File: src/rtl/ucr_pkg.sv
`timescale 1ns / 1ps
// ucr_pkg: shared types, codes and descriptor contents for the endpoint-0 responder
// no dependencies; imported by the responder core

package ucr_pkg;

  // event codes carried in the opcode field
  localparam logic [2:0] OpSetup    = 3'd0;
  localparam logic [2:0] OpIn       = 3'd1;
  localparam logic [2:0] OpOut      = 3'd2;
  localparam logic [2:0] OpBusReset = 3'd3;

  // handshake codes
  localparam logic [1:0] InAck   = 2'd0;
  localparam logic [1:0] InNak   = 2'd1;
  localparam logic [1:0] InStall = 2'd2;
  localparam logic       OutAck   = 1'b0;
  localparam logic       OutStall = 1'b1;

  // standard request codes
  localparam logic [7:0] ReqGetStatus    = 8'd0;
  localparam logic [7:0] ReqClearFeature = 8'd1;
  localparam logic [7:0] ReqSetAddress   = 8'd5;
  localparam logic [7:0] ReqGetDesc      = 8'd6;
  localparam logic [7:0] ReqGetConfig    = 8'd8;
  localparam logic [7:0] ReqSetConfig    = 8'd9;
  localparam logic [7:0] ReqGetInterface = 8'd10;
  localparam logic [7:0] NoRequest       = 8'hFF;

  localparam logic [7:0] TypeClassMask   = 8'h60;
  localparam logic [7:0] TypeRecipMask   = 8'h1F;
  localparam logic [7:0] RecipEndpoint   = 8'h02;
  localparam logic [7:0] EpBulkIn        = 8'h82;
  localparam logic [7:0] EpBulkOut       = 8'h02;

  // descriptor types and string indexes
  localparam logic [7:0] DescDevice = 8'd1;
  localparam logic [7:0] DescConfig = 8'd2;
  localparam logic [7:0] DescString = 8'd3;
  localparam logic [7:0] StrLang    = 8'd0;
  localparam logic [7:0] StrMfr     = 8'd1;
  localparam logic [7:0] StrProd    = 8'd2;

  localparam logic [6:0] LenCap     = 7'h7F;
  localparam logic [6:0] SetupLen   = 7'd8;

  // descriptor store layout
  localparam int unsigned RomSize   = 80;
  localparam int unsigned RomAw     = $clog2(RomSize);
  localparam logic [6:0] DevBase    = 7'd0;
  localparam logic [6:0] DevLen     = 7'd18;
  localparam logic [6:0] CfgBase    = 7'd18;
  localparam logic [6:0] CfgLen     = 7'd32;
  localparam logic [6:0] LangBase   = 7'd50;
  localparam logic [6:0] LangLen    = 7'd4;
  localparam logic [6:0] MfrBase    = 7'd54;
  localparam logic [6:0] MfrLen     = 7'd14;
  localparam logic [6:0] ProdBase   = 7'd68;
  localparam logic [6:0] ProdLen    = 7'd12;
  // max packet size byte of the device descriptor, set from the top-level parameter
  localparam logic [6:0] DevMaxPktIdx = 7'd7;

  function automatic logic [6:0] min7(input logic [6:0] a, input logic [6:0] b);
    min7 = (a < b) ? a : b;
  endfunction

  // initial descriptor contents; the max packet entry reads as zero here
  function automatic logic [7:0] rom_byte(input logic [6:0] idx);
    logic [7:0] b;
    case (idx)
      7'd0:  b = 8'h12; 7'd1:  b = 8'h01; 7'd2:  b = 8'h10; 7'd3:  b = 8'h01;
      7'd4:  b = 8'hFF; 7'd5:  b = 8'h80; 7'd6:  b = 8'h55; 7'd7:  b = 8'h00;
      7'd8:  b = 8'h62; 7'd9:  b = 8'h13; 7'd10: b = 8'h32; 7'd11: b = 8'h55;
      7'd12: b = 8'h00; 7'd13: b = 8'h01; 7'd14: b = 8'h01; 7'd15: b = 8'h02;
      7'd16: b = 8'h00; 7'd17: b = 8'h01;
      7'd18: b = 8'h09; 7'd19: b = 8'h02; 7'd20: b = 8'h20; 7'd21: b = 8'h00;
      7'd22: b = 8'h01; 7'd23: b = 8'h01; 7'd24: b = 8'h00; 7'd25: b = 8'h80;
      7'd26: b = 8'h32;
      7'd27: b = 8'h09; 7'd28: b = 8'h04; 7'd29: b = 8'h00; 7'd30: b = 8'h00;
      7'd31: b = 8'h02; 7'd32: b = 8'h06; 7'd33: b = 8'h80; 7'd34: b = 8'h55;
      7'd35: b = 8'h00;
      7'd36: b = 8'h07; 7'd37: b = 8'h05; 7'd38: b = 8'h82; 7'd39: b = 8'h02;
      7'd40: b = 8'h40; 7'd41: b = 8'h00; 7'd42: b = 8'h00;
      7'd43: b = 8'h07; 7'd44: b = 8'h05; 7'd45: b = 8'h02; 7'd46: b = 8'h02;
      7'd47: b = 8'h40; 7'd48: b = 8'h00; 7'd49: b = 8'h00;
      7'd50: b = 8'h04; 7'd51: b = 8'h03; 7'd52: b = 8'h09; 7'd53: b = 8'h04;
      7'd54: b = 8'h0E; 7'd55: b = 8'h03; 7'd56: b = 8'h55; 7'd57: b = 8'h00;
      7'd58: b = 8'h53; 7'd59: b = 8'h00; 7'd60: b = 8'h42; 7'd61: b = 8'h00;
      7'd62: b = 8'h4C; 7'd63: b = 8'h00; 7'd64: b = 8'h43; 7'd65: b = 8'h00;
      7'd66: b = 8'h44; 7'd67: b = 8'h00;
      7'd68: b = 8'h0C; 7'd69: b = 8'h03; 7'd70: b = 8'h31; 7'd71: b = 8'h00;
      7'd72: b = 8'h36; 7'd73: b = 8'h00; 7'd74: b = 8'h30; 7'd75: b = 8'h00;
      7'd76: b = 8'h32; 7'd77: b = 8'h00; 7'd78: b = 8'h45; 7'd79: b = 8'h00;
      default: b = 8'h00;
    endcase
    rom_byte = b;
  endfunction

endpackage

File: src/rtl/ucr_if.sv
`timescale 1ns / 1ps
// ucr_evt_if / ucr_res_if: valid/ready channels for token events and result items
// no dependencies beyond the field widths fixed here

interface ucr_evt_if;
  logic       valid;
  logic       ready;
  logic [2:0] opcode;
  logic [6:0] rx_length;
  logic [7:0] request_type;
  logic [7:0] request_code;
  logic [7:0] value_low;
  logic [7:0] value_high;
  logic [7:0] index_low;
  logic [7:0] length_low;
  logic [7:0] length_high;

  modport source (output valid, opcode, rx_length, request_type, request_code, value_low,
                  value_high, index_low, length_low, length_high, input ready);
  modport sink   (input valid, opcode, rx_length, request_type, request_code, value_low,
                  value_high, index_low, length_low, length_high, output ready);
endinterface

interface ucr_res_if;
  logic       valid;
  logic       ready;
  logic [1:0] in_response;
  logic       out_response;
  logic       data_toggle;
  logic [6:0] tx_length;
  logic [7:0] payload_byte;
  logic       byte_valid;
  logic       last;
  logic [6:0] bus_address;

  modport source (output valid, in_response, out_response, data_toggle, tx_length,
                  payload_byte, byte_valid, last, bus_address, input ready);
  modport sink   (input valid, in_response, out_response, data_toggle, tx_length,
                  payload_byte, byte_valid, last, bus_address, output ready);
endinterface

File: src/rtl/ucr_ram.sv
`timescale 1ns / 1ps
// ucr_ram: generic single-port-write, single-port-read ram with registered read data
// no dependencies

module ucr_ram #(
  parameter int unsigned WIDTH = 8,
  parameter int unsigned DEPTH = 80
) (
  input  logic                     clk_i,
  input  logic                     we_i,
  input  logic [$clog2(DEPTH)-1:0] waddr_i,
  input  logic [WIDTH-1:0]         wdata_i,
  input  logic                     re_i,
  input  logic [$clog2(DEPTH)-1:0] raddr_i,
  output logic [WIDTH-1:0]         rdata_o
);

  logic [WIDTH-1:0] mem_q [DEPTH];
  logic [WIDTH-1:0] rdata_q;

  always_ff @(posedge clk_i) begin
    if (we_i) begin
      mem_q[waddr_i] <= wdata_i;
    end
    if (re_i) begin
      rdata_q <= mem_q[raddr_i];
    end
  end

  assign rdata_o = rdata_q;

endmodule

File: src/rtl/usb_control_request_responder_core.sv
`timescale 1ns / 1ps
// usb_control_request_responder_core: endpoint-0 standard request responder
// depends on ucr_pkg, ucr_evt_if / ucr_res_if and ucr_ram (descriptor store)
//
//  channel | direction | transfer                       | per event
//  evt_i   | in        | one token event (setup/in/out) | one
//  res_o   | out       | one packet byte or status item | 1 to MAX_PACKET, last marks the end
//
// an event is taken and its state update done in the same cycle; its results then stream
// through the read stage and the output register at one per cycle while res_o is not
// stalled, descriptor bytes coming from the descriptor ram
// the next event is taken once the final result of the previous one has gone out
// after reset the load state writes all 80 entries of the descriptor store; no event is taken meanwhile
// a stall on res_o holds the read stage and the output register, nothing is dropped

module usb_control_request_responder_core
  import ucr_pkg::*;
#(
  parameter int unsigned MAX_PACKET = 64
) (
  input  logic        clk_i,
  input  logic        rst_ni,
  ucr_evt_if.sink     evt_i,
  ucr_res_if.source   res_o
);

  typedef enum logic [1:0] {ST_LOAD, ST_IDLE, ST_EMIT} state_e;

  localparam logic [6:0] MaxPkt     = 7'(MAX_PACKET);
  localparam logic [7:0] MaxPktByte = 8'(MAX_PACKET);
  localparam logic [RomAw-1:0] LoadEnd = RomAw'(RomSize - 1);

  state_e state_q;

  // protocol state
  logic [7:0] pend_q,  pend_d;
  logic [6:0] rem_q,   rem_d;
  logic [6:0] ptr_q,   ptr_d;
  logic [7:0] cfg_q,   cfg_d;
  logic [6:0] addr_q,  addr_d;
  logic       tog_q,   tog_d;
  logic [1:0] inhs_q,  inhs_d;
  logic       ouths_q, ouths_d;
  logic [6:0] plen_q,  plen_d;

  // stream set up by the event
  logic [6:0] n_d, start_d;
  logic       rom_d;
  logic [7:0] fb_d;
  logic [6:0] start_q, end_q, issued_q;
  logic       src_rom_q, status_q;
  logic [7:0] fb_q;

  logic [RomAw-1:0] load_idx_q;

  // descriptor lookup
  logic       dsc_ok;
  logic [6:0] dsc_base, dsc_len;

  // setup scratch
  logic [6:0] slen, drem, npk, len;
  logic       fail;

  // read stage and output register
  logic       s1_valid_q, s1_last_q, s1_first_q, s1_bv_q, s1_rom_q;
  logic       out_valid_q, out_bv_q, out_last_q;
  logic [7:0] out_byte_q;
  logic [7:0] ram_rdata, s1_byte;
  logic [7:0] addr_sum;
  logic       in_range, issue, s2_load, ram_re, ram_we;
  logic       evt_xfer;

  assign evt_i.ready = (state_q == ST_IDLE);
  assign evt_xfer    = evt_i.valid && evt_i.ready;

  always_comb begin
    dsc_ok   = 1'b1;
    dsc_base = DevBase;
    dsc_len  = DevLen;
    if (evt_i.value_high == DescDevice) begin
      dsc_base = DevBase;
      dsc_len  = DevLen;
    end else if (evt_i.value_high == DescConfig) begin
      dsc_base = CfgBase;
      dsc_len  = CfgLen;
    end else if (evt_i.value_high == DescString && evt_i.value_low == StrLang) begin
      dsc_base = LangBase;
      dsc_len  = LangLen;
    end else if (evt_i.value_high == DescString && evt_i.value_low == StrMfr) begin
      dsc_base = MfrBase;
      dsc_len  = MfrLen;
    end else if (evt_i.value_high == DescString && evt_i.value_low == StrProd) begin
      dsc_base = ProdBase;
      dsc_len  = ProdLen;
    end else begin
      dsc_ok = 1'b0;
    end
  end

  // next protocol state and the stream that the event produces
  always_comb begin
    pend_d  = pend_q;
    rem_d   = rem_q;
    ptr_d   = ptr_q;
    cfg_d   = cfg_q;
    addr_d  = addr_q;
    tog_d   = tog_q;
    inhs_d  = inhs_q;
    ouths_d = ouths_q;
    plen_d  = plen_q;
    n_d     = '0;
    start_d = ptr_q;
    rom_d   = 1'b0;
    fb_d    = '0;
    slen    = '0;
    drem    = '0;
    npk     = '0;
    len     = '0;
    fail    = 1'b0;

    case (evt_i.opcode)
      OpSetup: begin
        if (evt_i.rx_length != SetupLen) begin
          // malformed setup: stall, old packet length goes out as zero bytes
          pend_d  = NoRequest;
          inhs_d  = InStall;
          ouths_d = OutStall;
          tog_d   = 1'b1;
          n_d     = plen_q;
        end else begin
          slen = (evt_i.length_high != 8'd0 || evt_i.length_low > {1'b0, LenCap}) ?
                 LenCap : evt_i.length_low[6:0];
          pend_d = evt_i.request_code;
          if ((evt_i.request_type & TypeClassMask) != 8'd0) begin
            fail = 1'b1;
          end else begin
            case (evt_i.request_code)
              ReqGetDesc: begin
                if (dsc_ok) begin
                  drem    = min7(slen, dsc_len);
                  npk     = min7(drem, MaxPkt);
                  ptr_d   = dsc_base + npk;
                  slen    = drem - npk;
                  len     = npk;
                  rom_d   = 1'b1;
                  start_d = dsc_base;
                end else begin
                  fail = 1'b1;
                end
              end
              ReqSetAddress: slen = evt_i.value_low[6:0];
              ReqGetConfig: begin
                fb_d = cfg_q;
                len  = (slen != 7'd0) ? 7'd1 : 7'd0;
              end
              ReqSetConfig: cfg_d = evt_i.value_low;
              ReqClearFeature: begin
                if ((evt_i.request_type & TypeRecipMask) != RecipEndpoint ||
                    (evt_i.index_low != EpBulkIn && evt_i.index_low != EpBulkOut)) begin
                  fail = 1'b1;
                end
              end
              ReqGetInterface: len = (slen != 7'd0) ? 7'd1 : 7'd0;
              ReqGetStatus:    len = (slen >= 7'd2) ? 7'd2 : slen;
              default:         fail = 1'b1;
            endcase
          end
          rem_d = slen;
          if (fail) begin
            pend_d  = NoRequest;
            inhs_d  = InStall;
            ouths_d = OutStall;
            tog_d   = 1'b1;
            rom_d   = 1'b0;
            fb_d    = '0;
            n_d     = plen_q;
          end else begin
            plen_d  = len;
            inhs_d  = InAck;
            ouths_d = OutAck;
            tog_d   = 1'b1;
            n_d     = len;
          end
        end
      end
      OpIn: begin
        if (pend_q == ReqGetDesc) begin
          npk     = min7(rem_q, MaxPkt);
          rem_d   = rem_q - npk;
          ptr_d   = ptr_q + npk;
          plen_d  = npk;
          tog_d   = ~tog_q;
          rom_d   = 1'b1;
          start_d = ptr_q;
          n_d     = npk;
        end else begin
          // status stage: a pending set address takes effect here
          if (pend_q == ReqSetAddress) begin
            addr_d = rem_q;
          end else begin
            plen_d = '0;
          end
          inhs_d  = InNak;
          ouths_d = OutAck;
          tog_d   = 1'b0;
        end
      end
      OpOut: begin
        inhs_d  = InNak;
        ouths_d = OutAck;
        tog_d   = 1'b0;
      end
      OpBusReset: begin
        inhs_d  = InNak;
        ouths_d = OutAck;
        tog_d   = 1'b0;
        addr_d  = '0;
      end
      default: ;
    endcase
  end

  // result stream: read stage feeding the output register
  // a status item never carries descriptor data, even when the stream points into the store
  assign addr_sum = {1'b0, start_q} + {1'b0, issued_q};
  assign in_range = (addr_sum < 8'(RomSize));
  assign s2_load  = s1_valid_q && (!out_valid_q || res_o.ready);
  assign issue    = (state_q == ST_EMIT) && (issued_q != end_q) && (!s1_valid_q || s2_load);
  assign ram_re   = issue && src_rom_q && in_range && !status_q;
  assign ram_we   = (state_q == ST_LOAD);
  assign s1_byte  = s1_rom_q ? ram_rdata : ((s1_first_q && s1_bv_q) ? fb_q : 8'd0);

  ucr_ram #(
    .WIDTH (8),
    .DEPTH (RomSize)
  ) u_desc_ram (
    .clk_i   (clk_i),
    .we_i    (ram_we),
    .waddr_i (load_idx_q),
    .wdata_i ((load_idx_q == RomAw'(DevMaxPktIdx)) ? MaxPktByte :
              rom_byte(7'(load_idx_q))),
    .re_i    (ram_re),
    .raddr_i (addr_sum[RomAw-1:0]),
    .rdata_o (ram_rdata)
  );

  always_ff @(posedge clk_i or negedge rst_ni) begin
    if (!rst_ni) begin
      state_q     <= ST_LOAD;
      load_idx_q  <= '0;
      pend_q      <= NoRequest;
      rem_q       <= '0;
      ptr_q       <= '0;
      cfg_q       <= '0;
      addr_q      <= '0;
      tog_q       <= 1'b0;
      inhs_q      <= InNak;
      ouths_q     <= OutAck;
      plen_q      <= '0;
      issued_q    <= '0;
      end_q       <= '0;
      s1_valid_q  <= 1'b0;
      out_valid_q <= 1'b0;
    end else begin
      unique case (state_q)
        ST_LOAD: begin
          load_idx_q <= load_idx_q + 1'b1;
          if (load_idx_q == LoadEnd) begin
            state_q <= ST_IDLE;
          end
        end
        ST_IDLE: begin
          if (evt_xfer) begin
            pend_q    <= pend_d;
            rem_q     <= rem_d;
            ptr_q     <= ptr_d;
            cfg_q     <= cfg_d;
            addr_q    <= addr_d;
            tog_q     <= tog_d;
            inhs_q    <= inhs_d;
            ouths_q   <= ouths_d;
            plen_q    <= plen_d;
            start_q   <= start_d;
            src_rom_q <= rom_d;
            fb_q      <= fb_d;
            status_q  <= (n_d == 7'd0);
            end_q     <= (n_d == 7'd0) ? 7'd1 : n_d;
            issued_q  <= '0;
            state_q   <= ST_EMIT;
          end
        end
        ST_EMIT: begin
          if (out_valid_q && res_o.ready && out_last_q) begin
            state_q <= ST_IDLE;
          end
        end
        default: state_q <= ST_LOAD;
      endcase

      if (issue) begin
        issued_q   <= issued_q + 1'b1;
        s1_valid_q <= 1'b1;
        s1_last_q  <= (issued_q == end_q - 7'd1);
        s1_first_q <= (issued_q == 7'd0);
        s1_bv_q    <= !status_q;
        s1_rom_q   <= src_rom_q && in_range && !status_q;
      end else if (s2_load) begin
        s1_valid_q <= 1'b0;
      end

      if (s2_load) begin
        out_valid_q <= 1'b1;
        out_byte_q  <= s1_byte;
        out_bv_q    <= s1_bv_q;
        out_last_q  <= s1_last_q;
      end else if (res_o.ready) begin
        out_valid_q <= 1'b0;
      end
    end
  end

  assign res_o.valid        = out_valid_q;
  assign res_o.in_response  = inhs_q;
  assign res_o.out_response = ouths_q;
  assign res_o.data_toggle  = tog_q;
  assign res_o.tx_length    = plen_q;
  assign res_o.payload_byte = out_byte_q;
  assign res_o.byte_valid   = out_bv_q;
  assign res_o.last         = out_last_q;
  assign res_o.bus_address  = addr_q;

  // results only belong to an event in progress
  a_out_in_emit: assert property (@(posedge clk_i) disable iff (!rst_ni)
    res_o.valid |-> state_q == ST_EMIT)
    else $error("result presented outside of an event");

  // a new event never lands on a stream still in flight
  a_evt_pipe_empty: assert property (@(posedge clk_i) disable iff (!rst_ni)
    evt_xfer |-> !s1_valid_q && !out_valid_q)
    else $error("event taken with results still in flight");

  // never issue more reads than the event announced
  a_issue_bound: assert property (@(posedge clk_i) disable iff (!rst_ni)
    state_q == ST_EMIT |-> issued_q <= end_q)
    else $error("stream counter ran past its end");

  // descriptor reads stay inside the store
  a_ram_range: assert property (@(posedge clk_i) disable iff (!rst_ni)
    ram_re |-> addr_sum < 8'(RomSize))
    else $error("descriptor read out of range");

  // a status-only item is always the final one of its event
  a_status_last: assert property (@(posedge clk_i) disable iff (!rst_ni)
    res_o.valid && !res_o.byte_valid |-> res_o.last)
    else $error("status item not marked last");

endmodule
File: src/flat_wrapper.sv
// flat-port wrapper written by rule: the top's interface ports become plain ports
module usb_control_request_responder_core_flat import ucr_pkg::*;
#(
  parameter int unsigned MAX_PACKET = 64
)
  (clk_i, rst_ni, evt_i_valid, evt_i_opcode, evt_i_rx_length, evt_i_request_type, evt_i_request_code, evt_i_value_low, evt_i_value_high, evt_i_index_low, evt_i_length_low, evt_i_length_high, evt_i_ready, res_o_valid, res_o_in_response, res_o_out_response, res_o_data_toggle, res_o_tx_length, res_o_payload_byte, res_o_byte_valid, res_o_last, res_o_bus_address, res_o_ready);
  ucr_evt_if evt_i_i ();
  ucr_res_if res_o_i ();
  input  logic clk_i;
  input  logic rst_ni;
  input wire logic [$bits(evt_i_i.valid)-1:0] evt_i_valid;
  input wire logic [$bits(evt_i_i.opcode)-1:0] evt_i_opcode;
  input wire logic [$bits(evt_i_i.rx_length)-1:0] evt_i_rx_length;
  input wire logic [$bits(evt_i_i.request_type)-1:0] evt_i_request_type;
  input wire logic [$bits(evt_i_i.request_code)-1:0] evt_i_request_code;
  input wire logic [$bits(evt_i_i.value_low)-1:0] evt_i_value_low;
  input wire logic [$bits(evt_i_i.value_high)-1:0] evt_i_value_high;
  input wire logic [$bits(evt_i_i.index_low)-1:0] evt_i_index_low;
  input wire logic [$bits(evt_i_i.length_low)-1:0] evt_i_length_low;
  input wire logic [$bits(evt_i_i.length_high)-1:0] evt_i_length_high;
  output wire logic [$bits(evt_i_i.ready)-1:0] evt_i_ready;
  output wire logic [$bits(res_o_i.valid)-1:0] res_o_valid;
  output wire logic [$bits(res_o_i.in_response)-1:0] res_o_in_response;
  output wire logic [$bits(res_o_i.out_response)-1:0] res_o_out_response;
  output wire logic [$bits(res_o_i.data_toggle)-1:0] res_o_data_toggle;
  output wire logic [$bits(res_o_i.tx_length)-1:0] res_o_tx_length;
  output wire logic [$bits(res_o_i.payload_byte)-1:0] res_o_payload_byte;
  output wire logic [$bits(res_o_i.byte_valid)-1:0] res_o_byte_valid;
  output wire logic [$bits(res_o_i.last)-1:0] res_o_last;
  output wire logic [$bits(res_o_i.bus_address)-1:0] res_o_bus_address;
  input wire logic [$bits(res_o_i.ready)-1:0] res_o_ready;
  assign evt_i_i.valid = evt_i_valid;
  assign evt_i_i.opcode = evt_i_opcode;
  assign evt_i_i.rx_length = evt_i_rx_length;
  assign evt_i_i.request_type = evt_i_request_type;
  assign evt_i_i.request_code = evt_i_request_code;
  assign evt_i_i.value_low = evt_i_value_low;
  assign evt_i_i.value_high = evt_i_value_high;
  assign evt_i_i.index_low = evt_i_index_low;
  assign evt_i_i.length_low = evt_i_length_low;
  assign evt_i_i.length_high = evt_i_length_high;
  assign evt_i_ready = evt_i_i.ready;
  assign res_o_valid = res_o_i.valid;
  assign res_o_in_response = res_o_i.in_response;
  assign res_o_out_response = res_o_i.out_response;
  assign res_o_data_toggle = res_o_i.data_toggle;
  assign res_o_tx_length = res_o_i.tx_length;
  assign res_o_payload_byte = res_o_i.payload_byte;
  assign res_o_byte_valid = res_o_i.byte_valid;
  assign res_o_last = res_o_i.last;
  assign res_o_bus_address = res_o_i.bus_address;
  assign res_o_i.ready = res_o_ready;
  usb_control_request_responder_core #(.MAX_PACKET(MAX_PACKET)) u_core (.clk_i(clk_i), .rst_ni(rst_ni), .evt_i(evt_i_i), .res_o(res_o_i));
endmodule
File: config.mk
export PLATFORM = sky130hd
export DESIGN_NAME = usb_control_request_responder_core_flat
export DESIGN_NICKNAME = d
export VERILOG_FILES = /design/src/rtl/ucr_pkg.sv /design/src/rtl/ucr_if.sv /design/src/rtl/ucr_ram.sv /design/src/rtl/usb_control_request_responder_core.sv /design/src/flat_wrapper.sv
export SDC_FILE = /design/constraint.sdc
export NUM_CORES = 1
export LEC_CHECK = 0
export BUFFER_PORTS_ARGS = -buffer_cell sky130_fd_sc_hd__buf_2
export CORE_ASPECT_RATIO = 1.4
export CORE_UTILIZATION = 46
export CTS_BUF_LIST = sky130_fd_sc_hd__clkbuf_8
export DETAILED_ROUTE_END_ITERATION = 8
export PLACE_DENSITY = 0.62
export REMOVE_ABC_BUFFERS = 1
export SYNTH_ARGS = -nofsm -noshare
export SYNTH_HDL_FRONTEND = slang
export SYNTH_SLANG_ARGS = --single-unit
File: constraint.sdc
create_clock -name clk_i -period 11.4 [get_ports clk_i]
set_input_delay 1.14 -clock clk_i [delete_from_list [all_inputs] [get_ports clk_i]]
set_output_delay 1.14 -clock clk_i [all_outputs]
set_load 0.005 [all_outputs]
==> impl_metrics.tcl, run 1 <==
set metrics [dict create \
    rsz0062_at_grt "no" \
    first_pass_iters 5 \
    initialDrtViolationCount 1435 \
    place_congestion 0.935 \
    synth_area_leader_cell "edfxtp_1" \
    tns_ns 0 \
    multi_input_area_sq_um 9490 \
    synth_edf_count 679 \
    dp.final_hpwl_mm 50.4 \
    postLayoutCoreUtil_pct 51.7 \
    finalSetupViolCount 0 \
    grt_overflow 0 \
    hold_violations 0 \
    yosys_warnings 0 \
    synth_top_area_share_pct 63.5 \
    drc_errors 0 \
    drt_wl_total_mm 76.6 \
    grt_usage_pct 22.1 \
    fp.coreArea_sq_um 69000 \
    dp_slack_ns 5.45 \
    post_cts.repair.setup_buffers 0 \
    fp.dieH_um 315 \
    die_area_sq_um 70900 \
    ir_worst_vdd_uv 88.1 \
    synth_area_leaders "edfxtp_1 63%, mux4_2 14%, dfrtp_1 4.9%, nor2_1 1.8%, ha_1 1.3%" \
    synth_seq_area_share_pct 69.1 \
    p_leak_nw 11.5 \
    cts_root_buffer "clkbuf_8" \
    clock_latency_ns 0.74 \
    start_util_pct 46.5 \
    cts_tree "built" \
    nNetsFinal 2125 \
    ys_ff_latch 751 \
    crit_slowest_cell "nor4_1" \
    final_critical_path_setup_slack_ns 6.03 \
    synth_ff_type "edfxtp_1" \
    io_pins 100 \
    r2r_start "u_core.issued_q[0]$_DFFE_PN0P_" \
    drtAntennaViolNets 0 \
    synth_cell_types 82 \
    reg2reg_depth 8 \
    min_path_type "in -> async" \
    hold_buffers 0 \
    crit_path_start "evt_i_value_low[3]" \
    crit_path_max_incr_delay_ns 0.57 \
    clockBufferDepth 3 \
    worstSetupStartpointType "input port" \
    io_buffers 97 \
    routedWlPerCell_um 25.3 \
    finalClockSkew_ns 0.0353 \
    async_flop_share_pct 9.59 \
    cp_common_cell "ha_1" \
    maxCapViolations 0 \
    placed_cell_area_sq_um 33700 \
    fillers 5682 \
    grt_pass1_vias 18277 \
    critPathArrivalTime_ns 5.96 \
    cts_num_sinks 751 \
    post_drt_via_cell_ratio 5.83 \
    required_ns 11.99 \
    antenna_found_initial 2 \
    tightest_slew_ns 1.05 \
    outcome "completed" \
    avgSynthCellArea_sq_um 17.2 \
    area_growth_pct 11.1 \
    drv_slew 0 \
    fmax_mhz 186 \
    num_vias 17686 \
    design_area_sq_um 35700 \
    slew_headroom_pct 29.8 \
    regArea_sq_um 22200 \
    grt_pass1_wl_mm 115 \
    post_cts_resized 0 \
    synth_cells 1871 \
    power_w 0.00495 \
    cp_cell_sequence "buf_2 > nor4_1 > nand4_1 > or2_0 > ha_1 > a21o_1 > a211o_1 > nor3_1 > nand2b_1 > mux2i_1 > ha_1 > o311ai_0 > nor2_1 > a21oi_1 > o211ai_1" \
    die_w_um 225 \
    row_count 114 \
    period_minus_slack_ns 5.37 \
    drive_gt1_share_pct 24.9 \
    worstSetupEndpointType "register" \
    clk_pin_slew_ns 0.07 \
    grt_start_max_net_pins 81 \
    powerDensity_nw_per_um2 139 \
    synthesis.area_sq_um 32100 \
    crit_path_end "u_core.ptr_q[6]$_DFFE_PN0P_" \
    numCtsBuffers 107 \
    r2r_end "u_core.u_desc_ram.rdata_o[6]$_DFFE_PP_" \
    worstSetupPathType "in -> reg" \
    reg2reg_setup_slack_ns 6.24 \
    crit_fanout 8 \
    cts-htree-levels 3 \
    finalCritPeriodShare_pct 47.1 \
]
## metal layers
layer,vias up,GRT usage (%),wire (um)
met5,-,0,13
met4,2,8.92,2610
met3,143,3.58,4200
met2,604,40.0,41300
met1,9130,26.2,28500
li1,7807,-,-
## sequential cells by signal, indices dropped and copies added (netlist names), 2 cells and up
name,flops
u_core.cfg_q,8
u_core.end_q,7
u_core.fb_q,8
u_core.issued_q,7
u_core.load_idx_q,7
u_core.pend_q,8
u_core.ptr_q,7
u_core.rem_q,7
u_core.res_o.bus_address,7
u_core.res_o.payload_byte,8
u_core.res_o.tx_length,7
u_core.start_q,7
u_core.state_q,2
u_core.u_desc_ram.mem_q,640
u_core.u_desc_ram.rdata_o,8
## power by group
part	total, W	internal, W	switching, W
registers	0.00296	0.00296	0.0000000000000000000459
logic	0.0000403	0.0000139	0.0000264
clock network	0.00195	0.000952	0.000999
## area by class of cell
class	instances	share of cell area [%]
antenna	1	0.00701
clock buffer	111	4.28
clock inverter	83	1.18
inverter	38	0.400
multi-input combinational	992	26.6
sequential	751	62.2
tap	928	3.25
timing repair buffer	129	2.04
## metrics by stage
step | hold WS (ns) | instances
finish | 0.266 | 3033
global route | 0.246 | 3033
CTS | 0.214 | 3032
detailed placement | 0.407 | 2838
global placement | 0.419 | 2838
floorplan | 0.400 | 1781
## cell usage in the layout (no fill, tap or decap), types with 21 or more instances in the layout
master / synthesis / layout
nor2b_1: 21 / 21
nand2_1: 104 / 104
buf_4: 3 / 33
inv_1: 37 / 68
nand3_1: 40 / 40
dfrtp_1: 63 / 63
nor2_1: 156 / 151
mux4_2: 200 / 200
edfxtp_1: 679 / 679
clkinv_1: 1 / 31
o21ai_0: 60 / 60
mux2_2: 21 / 21
buf_2: 22 / 96
clkbuf_8: 0 / 111
a21oi_1: 39 / 39
ha_1: 33 / 32
nor3_1: 30 / 30
## cell usage after synthesis, types with 16 or more instances
master    number
nor2b_1       21
nand2_1      104
edfxtp_1     679
ha_1          33
nor3_1        30
a21oi_1       39
xnor2_1       22
buf_2         22
mux4_2       200
dfrtp_1       63
o21ai_0       60
a31oi_1       19
nor2_1       156
inv_1         37
clkbuf_1      57
mux2_2        21
nand3_1       40
mux2i_1       19
nand2b_1      16
## logic make-up after synthesis
group	synth area share, %
and+or+nand+nor	6.79
adders and majority gates	1.47
buffers and inverters	1.66
muxes	15.3
xor gates and xnor gates	0.954
AOI/OAI and AO/OA	4.65
other	0.0117
DFF	69.1
## worst min-delay path by stage
stage                                                          to  slack, ns  cells after the start
after detailed placement              u_core.res_o.last$_DFFE_PP_       0.41                      0
after floorplan                       u_core.res_o.last$_DFFE_PP_       0.40                      0
after CTS                 u_core.res_o.bus_address[3]$_DFFE_PN0P_       0.21                      1
final                     u_core.res_o.bus_address[3]$_DFFE_PN0P_       0.27                      1
after global routing      u_core.res_o.bus_address[0]$_DFFE_PN0P_       0.25                      1
after global placement                u_core.res_o.last$_DFFE_PP_       0.42                      0
## critical path, delay by kind of cell
| family | cells | cell delay, ns |
|---|---|---|
| and+or+nand+nor | 6 | 2.23 |
| AOI/OAI and AO/OA | 5 | 1.21 |
| adders and majority gates | 2 | 0.67 |
| muxes | 1 | 0.57 |
| buffers and inverters | 1 | 0.15 |
No activity file was read; power rests on OpenSTA's default activity.
==> inputs of run 2 (changes only) <==
==> constraint.sdc (replaced) <==
create_clock -name clk_i -period 5.06 [get_ports clk_i]
set_input_delay 0.506 -clock clk_i [delete_from_list [all_inputs] [get_ports clk_i]]
set_output_delay 0.506 -clock clk_i [all_outputs]
set_load 0.005 [all_outputs]
==> impl_metrics.tcl, run 2 (synthesis gave the netlist of run 1 again) <==
set metrics [dict create \
    p_leak_nw 11.7 \
    num_vias 17753 \
    post_drt_via_cell_ratio 5.81 \
    multi_input_area_sq_um 9510 \
    cts_root_buffer "clkbuf_8" \
    holdWs_ns 0.0800 \
    fmax_mhz 238 \
    postLayoutCoreUtil_pct 52.2 \
    mostFrequentLayoutCells "679 x edfxtp_1, 200 x mux4_2, 151 x nor2_1" \
    grt_overflow 0 \
    finalSetupViolCount 0 \
    cts_num_sinks 751 \
    drtAntennaViolNets 0 \
    place_congestion 0.919 \
    fp.dieH_um 315 \
    grt_start_max_net_pins 96 \
    finalCritPeriodShare_pct 83.0 \
    initialDrtViolationCount 1392 \
    clk_pin_slew_ns 0.06 \
    drive_gt1_share_pct 25.8 \
    rsz0062_at_grt "no" \
    hold_buffers 1 \
    worstSetupStartpointType "input port" \
    first_pass_iters 7 \
    routedWlPerCell_um 25.2 \
    fp.coreArea_sq_um 69000 \
    dp.final_hpwl_mm 51.3 \
    maxCapViolations 0 \
    tns_ns 0 \
    grt_pass1_vias 18237 \
    numCtsBuffers 110 \
    slew_headroom_pct 26.6 \
    largest_reg_flops 640 \
    clock_latency_ns 0.74 \
    cts-htree-levels 3 \
    finalClockSkew_ns 0.0379 \
    grt_usage_pct 22.2 \
    powerDensity_nw_per_um2 317 \
    min_path_type "in -> reg" \
    io_buffers 97 \
    clockBufferDepth 3 \
    cts_tree "built" \
    area_growth_pct 12.2 \
    outcome "completed" \
    tightest_slew_ns 1.09 \
    die_area_sq_um 70900 \
    crit_fanout 5 \
    mostFrequentLayoutCell "edfxtp_1" \
    start_util_pct 46.5 \
    placed_cell_area_sq_um 33900 \
    post_cts_resized 0 \
    io_pins 100 \
    fillers 5684 \
    antenna_found_initial 1 \
    required_ns 5.60 \
    regArea_sq_um 22200 \
    hold_violations 0 \
    post_cts.repair.setup_buffers 0 \
    design_area_sq_um 36000 \
    period_minus_slack_ns 4.20 \
    final_cell_count_no_fill 3055 \
    ir_worst_vdd_uv 178 \
    regMostFlops "u_core.u_desc_ram.mem_q" \
    drt_wl_total_mm 77.1 \
    grt_pass1_wl_mm 115 \
    critPathArrivalTime_ns 4.74 \
    row_count 114 \
    nNetsFinal 2142 \
    worstSetupEndpointType "register" \
    worstSetupPathType "in -> reg" \
    die_w_um 225 \
    drv_slew 0 \
    drc_errors 0 \
    dp_cells 2851 \
]
## run 2: worst paths after layout
path                                                      endpoint                            from  depth (start not counted)  slack [ns]
max                                    u_core.ptr_q[6]$_DFFE_PN0P_              evt_i_value_low[3]                         15        0.86
min                                    u_core.cfg_q[7]$_DFFE_PN0P_              evt_i_value_low[7]                          2        0.08
max reg2reg                 u_core.u_desc_ram.rdata_o[4]$_DFFE_PP_  u_core.issued_q[0]$_DFFE_PN0P_                          8        1.00
min reg2reg                            u_core.res_o.last$_DFFE_PP_      u_core.s1_last_q$_DFFE_PP_                          0        0.42
max in group asynchronous              u_core.cfg_q[0]$_DFFE_PN0P_                          rst_ni                          3        3.78
min in group asynchronous  u_core.res_o.bus_address[5]$_DFFE_PN0P_                          rst_ni                          2        0.33
## run 2: per-stage QoR
stage / worst slack (ns) / power, W
2_1_floorplan: -3.27 / 0.00682
3_3_place_gp: 0.377 / 0.00688
3_5_place_dp: 0.220 / 0.00689
4_1_cts: 0.960 / 0.0115
5_1_grt: 0.600 / 0.0118
6_report: 0.860 / 0.0114
## run 2: metal layers
| metal | share of wire (%) | up-vias | global-route usage, % |
|---|---|---|---|
| met1 | 38 | 9134 | 26.2 |
| met2 | 53 | 608 | 40.0 |
| met3 | 4.9 | 171 | 3.56 |
| met5 | 0 | - | 0 |
| met4 | 3.8 | 0 | 9.45 |
| li1 | - | 7840 | - |
## run 2: area by class of cell
type / instances / share of cell area [%]
diodes: 1 / 0.00694
clock buffers: 113 / 4.32
clock inverters: 89 / 1.49
inverters: 38 / 0.396
multi-input cells: 992 / 26.4
flip-flops and latches: 751 / 61.6
well taps: 928 / 3.22
repair buffers: 143 / 2.56
## run 2: critical path: stages
cell and delay [ns]:
buf_2 0.14, nor4_1 0.53, nand4_1 0.29, or2_0 0.41
ha_1 0.26, a21o_1 0.18, a211o_1 0.31, nor3_1 0.24
nand2b_1 0.14, mux2i_1 0.46, ha_1 0.38, o311ai_0 0.50
nor2_1 0.12, a21oi_1 0.18, o211ai_1 0.09
## run 2: power by group
group	switching (W)	total (W)	leakage (nW)	internal (W)
clock network	0.00233	0.00467	1.19	0.00234
registers	0.0000000000000000000908	0.00667	6.80	0.00667
logic	0.0000593	0.0000912	3.66	0.0000318
